[config.mk]
export PLATFORM = sky130hd
export DESIGN_NAME = day_count_to_date_weekday
export DESIGN_NICKNAME = d
export VERILOG_FILES = /design/src/sv/dcdw_pkg.sv /design/src/sv/dcdw_month.sv /design/src/sv/day_count_to_date_weekday.sv
export SDC_FILE = /design/constraint.sdc
export NUM_CORES = 1
export LEC_CHECK = 0
export BUFFER_PORTS_ARGS = -buffer_cell sky130_fd_sc_hd__buf_2
export CAP_MARGIN = 10
export CORE_UTILIZATION = 35
export CTS_CLUSTER_SIZE = 28
export DETAILED_ROUTE_END_ITERATION = 8
export RECOVER_POWER = 100
export SLEW_MARGIN = 10
export SYNTH_ARGS = -nofsm -noshare
export SYNTH_HDL_FRONTEND = slang
export SYNTH_HIERARCHICAL = 1
export SYNTH_SLANG_ARGS = --single-unit
export TNS_END_PERCENT = 20
[constraint.sdc]
create_clock -name clk -period 14.2 [get_ports clk]
set_clock_uncertainty 0.15 [all_clocks]
set_input_delay 2.84 -clock clk [delete_from_list [all_inputs] [get_ports clk]]
set_output_delay 2.84 -clock clk [all_outputs]
set_load 0.02 [all_outputs]
[src/sv/dcdw_pkg.sv]
`timescale 1ns / 1ps
`default_nettype none
// ----------------------------------------------------------------------------
// dcdw_pkg
// Shared constants, tables and types for the day count to date converter.
// ----------------------------------------------------------------------------
package dcdw_pkg;

  // Supported span: BASE_YEAR through BASE_YEAR + MAX_YEARS - 1
  localparam int unsigned MAX_YEARS   = 256;
  localparam int unsigned BASE_YEAR   = 2000;
  localparam int unsigned DAYS_LEAP   = 366;
  localparam int unsigned DAYS_COMMON = 365;
  localparam int unsigned WEEK_DAYS   = 7;
  localparam int unsigned MONTHS      = 12;
  localparam int unsigned CENT_YEARS  = 100;

  // Leap years in the span; the span starts on a 400-year boundary
  localparam int unsigned SPAN_LEAPS = (MAX_YEARS + 3) / 4 - (MAX_YEARS + 99) / 100
                                       + (MAX_YEARS + 399) / 400;
  localparam int unsigned TOTAL_DAYS = DAYS_COMMON * MAX_YEARS + SPAN_LEAPS;

  // Century and four-year block lengths
  localparam int unsigned CENT_LONG  = 36525;  // century that opens with a leap year
  localparam int unsigned CENT_SHORT = 36524;  // century that opens with a common year
  localparam int unsigned QUAD_DAYS  = 1461;

  // Reciprocal of QUAD_DAYS: estimate is exact or one too large
  localparam int unsigned RECIP_QUAD  = 2871;
  localparam int unsigned RECIP_SHIFT = 22;

  // Field and internal widths
  localparam int unsigned DAY_W   = 17;
  localparam int unsigned YEAR_W  = 12;
  localparam int unsigned MONTH_W = 4;
  localparam int unsigned DOM_W   = 5;
  localparam int unsigned WDAY_W  = 3;
  localparam int unsigned DOY_W   = 9;

  // Days before the start of each month in a common year
  localparam logic [DOY_W-1:0] MONTH_START [MONTHS+1] = '{
    9'd0, 9'd31, 9'd59, 9'd90, 9'd120, 9'd151, 9'd181,
    9'd212, 9'd243, 9'd273, 9'd304, 9'd334, 9'd365
  };

  // Month decode result
  typedef struct packed {
    logic [MONTH_W-1:0] month;
    logic [DOY_W-1:0]   start;
  } month_sel_t;

endpackage
`default_nettype wire

[src/sv/dcdw_month.sv]
`timescale 1ns / 1ps
`default_nettype none
// ----------------------------------------------------------------------------
// dcdw_month
// Month decode: finds the month holding a zero-based day of year and the
// day of year at which that month starts, under the leap rule given.
// ----------------------------------------------------------------------------
module dcdw_month (
  input  logic [dcdw_pkg::DOY_W-1:0] doy,
  input  logic                       leap,
  output dcdw_pkg::month_sel_t       sel
);
  import dcdw_pkg::*;

  logic [DOY_W-1:0]   mend;
  logic [MONTH_W-1:0] mon;

  // Pick the first month whose end lies past the day of year
  always_comb begin
    mon  = MONTH_W'(MONTHS);
    mend = '0;
    for (int k = MONTHS; k >= 1; k--) begin
      mend = MONTH_START[k] + DOY_W'(leap && (k >= 2));
      if (doy < mend) begin
        mon = MONTH_W'(k);
      end
    end
    sel.month = mon;
    sel.start = MONTH_START[mon - MONTH_W'(1)] + DOY_W'(leap && (mon >= MONTH_W'(3)));
  end

endmodule
`default_nettype wire

[src/sv/day_count_to_date_weekday.sv]
`timescale 1ns / 1ps
`default_nettype none
// ----------------------------------------------------------------------------
// day_count_to_date_weekday
// Converts a count of days since 2000-01-01 into Gregorian year, month,
// day of month and weekday (0 = Saturday), with an out-of-range flag.
//
//   channel  direction  handshake            payload
//   in_      request    in_valid/in_ready    in_day_count
//   out_     result     out_valid/out_ready  out_year, out_month,
//                                            out_day_of_month, out_weekday,
//                                            out_out_of_range
//
// Six register stages: century split, block quotient estimate, quotient
// correction, year within block, month decode, day of month. One request
// enters per cycle while out_ready is high; out_valid is the last stage valid.
// rst_n clears only the stage valid bits. A stall on out_ready holds each full
// stage with no empty stage after it; a stage takes a new request when empty or drained.
// ----------------------------------------------------------------------------
module day_count_to_date_weekday (
  input  logic                         clk,
  input  logic                         rst_n,
  input  logic                         in_valid,
  output logic                         in_ready,
  input  logic [dcdw_pkg::DAY_W-1:0]   in_day_count,
  output logic                         out_valid,
  input  logic                         out_ready,
  output logic [dcdw_pkg::YEAR_W-1:0]  out_year,
  output logic [dcdw_pkg::MONTH_W-1:0] out_month,
  output logic [dcdw_pkg::DOM_W-1:0]   out_day_of_month,
  output logic [dcdw_pkg::WDAY_W-1:0]  out_weekday,
  output logic                         out_out_of_range
);
  import dcdw_pkg::*;

  localparam int unsigned NSTG = 6;
  localparam logic [DAY_W-1:0] C1_START = DAY_W'(CENT_LONG);
  localparam logic [DAY_W-1:0] C2_START = DAY_W'(CENT_LONG + CENT_SHORT);
  localparam logic [DAY_W-1:0] C3_START = DAY_W'(CENT_LONG + 2 * CENT_SHORT);
  localparam logic [31:0]      END_DAY  = 32'(TOTAL_DAYS);
  localparam logic [10:0]      Y1_START = 11'(DAYS_LEAP);
  localparam logic [10:0]      Y2_START = 11'(DAYS_LEAP + DAYS_COMMON);
  localparam logic [10:0]      Y3_START = 11'(DAYS_LEAP + 2 * DAYS_COMMON);

  typedef struct packed {
    logic [1:0]        cent;
    logic              short_cent;
    logic [15:0]       rc;
    logic              oor;
    logic [WDAY_W-1:0] wday;
  } st1_t;

  typedef struct packed {
    logic [1:0]        cent;
    logic              short_cent;
    logic [15:0]       rc;
    logic [4:0]        qest;
    logic              oor;
    logic [WDAY_W-1:0] wday;
  } st2_t;

  typedef struct packed {
    logic [1:0]        cent;
    logic              short_cent;
    logic [4:0]        q;
    logic [10:0]       r;
    logic              oor;
    logic [WDAY_W-1:0] wday;
  } st3_t;

  typedef struct packed {
    logic [YEAR_W-1:0] year;
    logic [DOY_W-1:0]  doy;
    logic              leap;
    logic              oor;
    logic [WDAY_W-1:0] wday;
  } st4_t;

  typedef struct packed {
    logic [YEAR_W-1:0]  year;
    logic [MONTH_W-1:0] month;
    logic [DOY_W-1:0]   start;
    logic [DOY_W-1:0]   doy;
    logic               oor;
    logic [WDAY_W-1:0]  wday;
  } st5_t;

  typedef struct packed {
    logic [YEAR_W-1:0]  year;
    logic [MONTH_W-1:0] month;
    logic [DOM_W-1:0]   dom;
    logic               oor;
    logic [WDAY_W-1:0]  wday;
  } st6_t;

  logic [NSTG-1:0] vld_r;
  logic [NSTG:0]   rdy;
  st1_t s1_r, s1_nxt;
  st2_t s2_r, s2_nxt;
  st3_t s3_r, s3_nxt;
  st4_t s4_r, s4_nxt;
  st5_t s5_r, s5_nxt;
  st6_t s6_r, s6_nxt;

  logic [DAY_W-1:0] rc_full;
  logic [5:0]       fold1;
  logic [3:0]       fold2;
  logic [27:0]      prod;
  logic [15:0]      tq;
  logic             over;
  logic             short_blk;
  logic [1:0]       yb;
  logic [10:0]      rdoy;
  month_sel_t       msel;
  logic [DOY_W-1:0] dom_w;

  // Stage can load when empty or when its content moves on
  always_comb begin
    rdy[NSTG] = out_ready;
    for (int k = NSTG - 1; k >= 0; k--) begin
      rdy[k] = !vld_r[k] || rdy[k+1];
    end
  end

  assign in_ready = rdy[0];

  // Advance valid bits
  always_ff @(posedge clk) begin
    if (!rst_n) begin
      vld_r <= '0;
    end else begin
      if (rdy[0]) begin
        vld_r[0] <= in_valid;
      end
      for (int k = 1; k < NSTG; k++) begin
        if (rdy[k]) begin
          vld_r[k] <= vld_r[k-1];
        end
      end
    end
  end

  // Stage 1: split off centuries, range check, weekday by octal digit folding
  always_comb begin
    if (in_day_count >= C3_START) begin
      s1_nxt.cent = 2'd3;
      rc_full     = in_day_count - C3_START + DAY_W'(1);
    end else if (in_day_count >= C2_START) begin
      s1_nxt.cent = 2'd2;
      rc_full     = in_day_count - C2_START + DAY_W'(1);
    end else if (in_day_count >= C1_START) begin
      s1_nxt.cent = 2'd1;
      rc_full     = in_day_count - C1_START + DAY_W'(1);
    end else begin
      s1_nxt.cent = 2'd0;
      rc_full     = in_day_count;
    end
    s1_nxt.short_cent = (s1_nxt.cent != 2'd0);
    s1_nxt.rc         = rc_full[15:0];
    s1_nxt.oor        = ({15'd0, in_day_count} >= END_DAY);
    fold1 = 6'(in_day_count[2:0]) + 6'(in_day_count[5:3]) + 6'(in_day_count[8:6])
          + 6'(in_day_count[11:9]) + 6'(in_day_count[14:12]) + 6'(in_day_count[16:15]);
    fold2 = 4'(fold1[2:0]) + 4'(fold1[5:3]);
    s1_nxt.wday = (fold2 >= 4'(WEEK_DAYS)) ? WDAY_W'(fold2 - 4'(WEEK_DAYS))
                                           : WDAY_W'(fold2);
  end

  // Stage 2: estimate four-year block index by reciprocal multiply
  always_comb begin
    prod            = 28'(s1_r.rc) * 28'(RECIP_QUAD);
    s2_nxt.cent       = s1_r.cent;
    s2_nxt.short_cent = s1_r.short_cent;
    s2_nxt.rc         = s1_r.rc;
    s2_nxt.qest       = 5'(prod >> RECIP_SHIFT);
    s2_nxt.oor        = s1_r.oor;
    s2_nxt.wday       = s1_r.wday;
  end

  // Stage 3: correct the estimate, form day within block
  always_comb begin
    tq   = 16'(s2_r.qest) * 16'(QUAD_DAYS);
    over = (tq > s2_r.rc);
    s3_nxt.cent       = s2_r.cent;
    s3_nxt.short_cent = s2_r.short_cent;
    s3_nxt.q          = over ? (s2_r.qest - 5'd1) : s2_r.qest;
    s3_nxt.r          = over ? 11'(s2_r.rc - tq + 16'(QUAD_DAYS)) : 11'(s2_r.rc - tq);
    s3_nxt.oor        = s2_r.oor;
    s3_nxt.wday       = s2_r.wday;
  end

  // Stage 4: year within block, day of year, leap flag and full year
  always_comb begin
    short_blk = s3_r.short_cent && (s3_r.q == 5'd0);
    if (s3_r.r < Y1_START) begin
      yb   = 2'd0;
      rdoy = s3_r.r - 11'(short_blk);
    end else if (s3_r.r < Y2_START) begin
      yb   = 2'd1;
      rdoy = s3_r.r - Y1_START;
    end else if (s3_r.r < Y3_START) begin
      yb   = 2'd2;
      rdoy = s3_r.r - Y2_START;
    end else begin
      yb   = 2'd3;
      rdoy = s3_r.r - Y3_START;
    end
    s4_nxt.leap = (yb == 2'd0) && !short_blk;
    s4_nxt.doy  = rdoy[DOY_W-1:0];
    s4_nxt.year = YEAR_W'(BASE_YEAR) + YEAR_W'(s3_r.cent) * YEAR_W'(CENT_YEARS)
                + YEAR_W'({s3_r.q, 2'b00}) + YEAR_W'(yb);
    s4_nxt.oor  = s3_r.oor;
    s4_nxt.wday = s3_r.wday;
  end

  // Stage 5: month decode
  dcdw_month u_month (
    .doy  (s4_r.doy),
    .leap (s4_r.leap),
    .sel  (msel)
  );

  always_comb begin
    s5_nxt.year  = s4_r.year;
    s5_nxt.month = msel.month;
    s5_nxt.start = msel.start;
    s5_nxt.doy   = s4_r.doy;
    s5_nxt.oor   = s4_r.oor;
    s5_nxt.wday  = s4_r.wday;
  end

  // Stage 6: day of month, drop date fields when out of range
  always_comb begin
    dom_w        = s5_r.doy - s5_r.start + DOY_W'(1);
    s6_nxt.year  = s5_r.oor ? '0 : s5_r.year;
    s6_nxt.month = s5_r.oor ? '0 : s5_r.month;
    s6_nxt.dom   = s5_r.oor ? '0 : dom_w[DOM_W-1:0];
    s6_nxt.oor   = s5_r.oor;
    s6_nxt.wday  = s5_r.wday;
  end

  // Load stage payloads
  always_ff @(posedge clk) begin
    if (rdy[0] && in_valid) begin
      s1_r <= s1_nxt;
    end
    if (rdy[1] && vld_r[0]) begin
      s2_r <= s2_nxt;
    end
    if (rdy[2] && vld_r[1]) begin
      s3_r <= s3_nxt;
    end
    if (rdy[3] && vld_r[2]) begin
      s4_r <= s4_nxt;
    end
    if (rdy[4] && vld_r[3]) begin
      s5_r <= s5_nxt;
    end
    if (rdy[5] && vld_r[4]) begin
      s6_r <= s6_nxt;
    end
  end

  assign out_valid        = vld_r[NSTG-1];
  assign out_year         = s6_r.year;
  assign out_month        = s6_r.month;
  assign out_day_of_month = s6_r.dom;
  assign out_weekday      = s6_r.wday;
  assign out_out_of_range = s6_r.oor;

endmodule
`default_nettype wire

==> flow_metrics.py <==
metrics = {
    "layout": {
        "final_net_count": 1702,
        "area_delta_synth_final_pct": 8.38,
        "antenna_cells": 0,
        "final_layout_size_suffix_gt1_share_pct": 4.75,
    },
    "floorplanning": {
        "io_pins": 48,
        "coreArea_sq_um": 39900,
        "die_h_microns": 204,
        "start_util_pct": 35.7,
        "die_area_sq_um": 41500,
        "die_w_microns": 204,
        "rows": 73,
    },
    "clock_tree": {
        "cts_buffer_depth": 2,
        "cts_buffers": 17,
        "clk_latency_ns": 0.43,
        "ctsHoldBuffers": 0,
        "post_cts_buffers": 0,
        "root_buffer": "clkbuf_16",
        "cts_tree": "yes",
        "path_clk_slew_ns": 0.07,
        "htree_levels": 4,
        "clkSinkCount": 161,
        "cts.repair.resized": 0,
    },
    "global_routing": {
        "grt_max_degree": 29,
        "grt.overflow.total": 0,
        "grt_antenna_before_repair": 0,
        "first_global_vias": 9581,
        "track_usage_pct": 14.2,
        "grt_pass1_wl_mm": 47.4,
    },
    "logic_synthesis": {
        "syn_area_per_cell_sq_um": 10.6,
        "yosysWarnings": 6,
        "synth_nets": 1668,
        "synth.cell_area_sq_um": 14300,
        "synth_cells": 1343,
    },
    "worst_hold_path": {
        "min_path_type": "flop to flop",
    },
    "setup_path": {
        "cp.required_ns": 14.23,
        "criticalPathCategory": "primary input to flop",
        "cp.arrival_ns": 7.32,
        "rrSetupSlack_ns": 8.50,
        "end_kind": "flop",
        "path_max_fanout": 9,
        "critPathLaunchType": "primary input",
    },
    "detailed_routing": {
        "first_pass_iters": 5,
        "via_per_inst": 4.91,
        "met1_length_mm": 13.1,
        "wl_met3_microns": 761,
        "routed_wirelength_mm": 28.2,
        "wl_met2_mm": 13.8,
        "post_drt_wl_per_cell_microns": 14.7,
        "vias": 9411,
        "drtAntennaViolNets": 0,
        "drt-initial-drc-count": 463,
        "maxUsedRoutingLayer": "met4",
        "drc": 0,
    },
    "timing": {
        "layout_min_cycle_time_ns": 7.29,
        "timing.final.crit_share_pct": 51.3,
        "max_freq_mhz": 137,
        "setup_viol": 0,
        "rsz0062_at_grt": "false",
        "slew_violations": 50,
        "tightest_slew_ns": 2.07,
        "relSlewSlack_pct": -38.2,
        "final_hold_viol_count": 0,
        "tns_ns": 0,
    },
    "run": {
        "cap_viol_max_count": 2,
    },
    "placed_design": {
        "io_buffers": 47,
        "dp_hpwl_mm": 22.5,
        "gp_congestion": 0.869,
    },
    "outcome": {
        "outcome": "complete, but fails checks",
        "violations": "max-capacitance violations, max-slew violations",
    },
}
stage by stage:
step	worst slack [ns]	hold WS, ns	area [sq um]	util [%]	instances
after floorplan	6.87	0.250	14300	-	1343
after global placement	6.66	0.252	15000	37.6	1883
after detailed placement	6.55	0.255	15000	37.6	1883
after CTS	7.00	0.263	15600	39.0	1915
after global routing	6.58	0.258	15400	38.7	1915
final	6.91	0.259	15400	38.7	1915
final cells by class:
class | instances | area (sq um)
clock buffer | 19 | 433
clock inverter | 13 | 121
fill | 3897 | 24500
inverter | 245 | 920
multi-input combinational | 900 | 8320
sequential | 161 | 4770
tap | 525 | 657
timing repair buffer | 52 | 220
final timing paths:
check | from | endpoint | depth (start not counted)
max | in_day_count[3] | s1_r[1] | 17
min | s2_r[0] | s3_r[0] | 0
max reg2reg | s2_r[7] | s3_r[19] | 19
min reg2reg | s2_r[0] | s3_r[0] | 0
worst max-delay path: stages:
cell and delay, ns:
clkbuf_1 0.35, fa_1 0.50, inv_1 0.09, fa_1 0.43, fa_1 0.49, inv_1 0.04, ha_1 0.20, fa_1 0.40
a21o_1 0.17, a21oi_1 0.17, xnor2_1 0.17, inv_1 0.10, fa_1 0.51, inv_1 0.05, ha_1 0.22, a21oi_1 0.22
mux2_2 0.36
metal layers:
layer,vias to the layer above,GRT usage [%]
li1,4699,-
met1,4533,18.7
met5,-,0
met4,0,3.60
met3,37,1.98
met2,142,24.3
sequential cells by signal, indices dropped and copies added, names as in the netlist:
signal and count:
s5_r 30, out_out_of_range 1, out_weekday 3, s4_r 26, s1_r 23, vld_r 6
s2_r 28, out_year 12, out_day_of_month 5, s3_r 23, out_month 4
layout by cell type (no fill, tap or decap), types with 6 or more instances in the layout:
master,n
nor2_1,55
fa_1,96
a31oi_1,6
edfxtp_1,155
inv_1,244
o21bai_1,8
nor3_1,27
and2_1,7
nand4_1,7
xnor2_1,58
dfxtp_1,6
a211oi_1,8
nor2b_1,34
o21ai_0,46
a21oi_1,63
ha_1,208
nand3_1,16
nand2_1,57
a21o_1,28
o21a_1,14
clkbuf_1,36
nand2b_1,8
buf_2,17
clkbuf_16,17
o211ai_1,6
nor4_1,10
o2111ai_1,6
xor2_1,23
and3_1,8
Power is not shown: default switching activity piles up to over one toggle a cycle in this logic, so the estimate is an artifact.
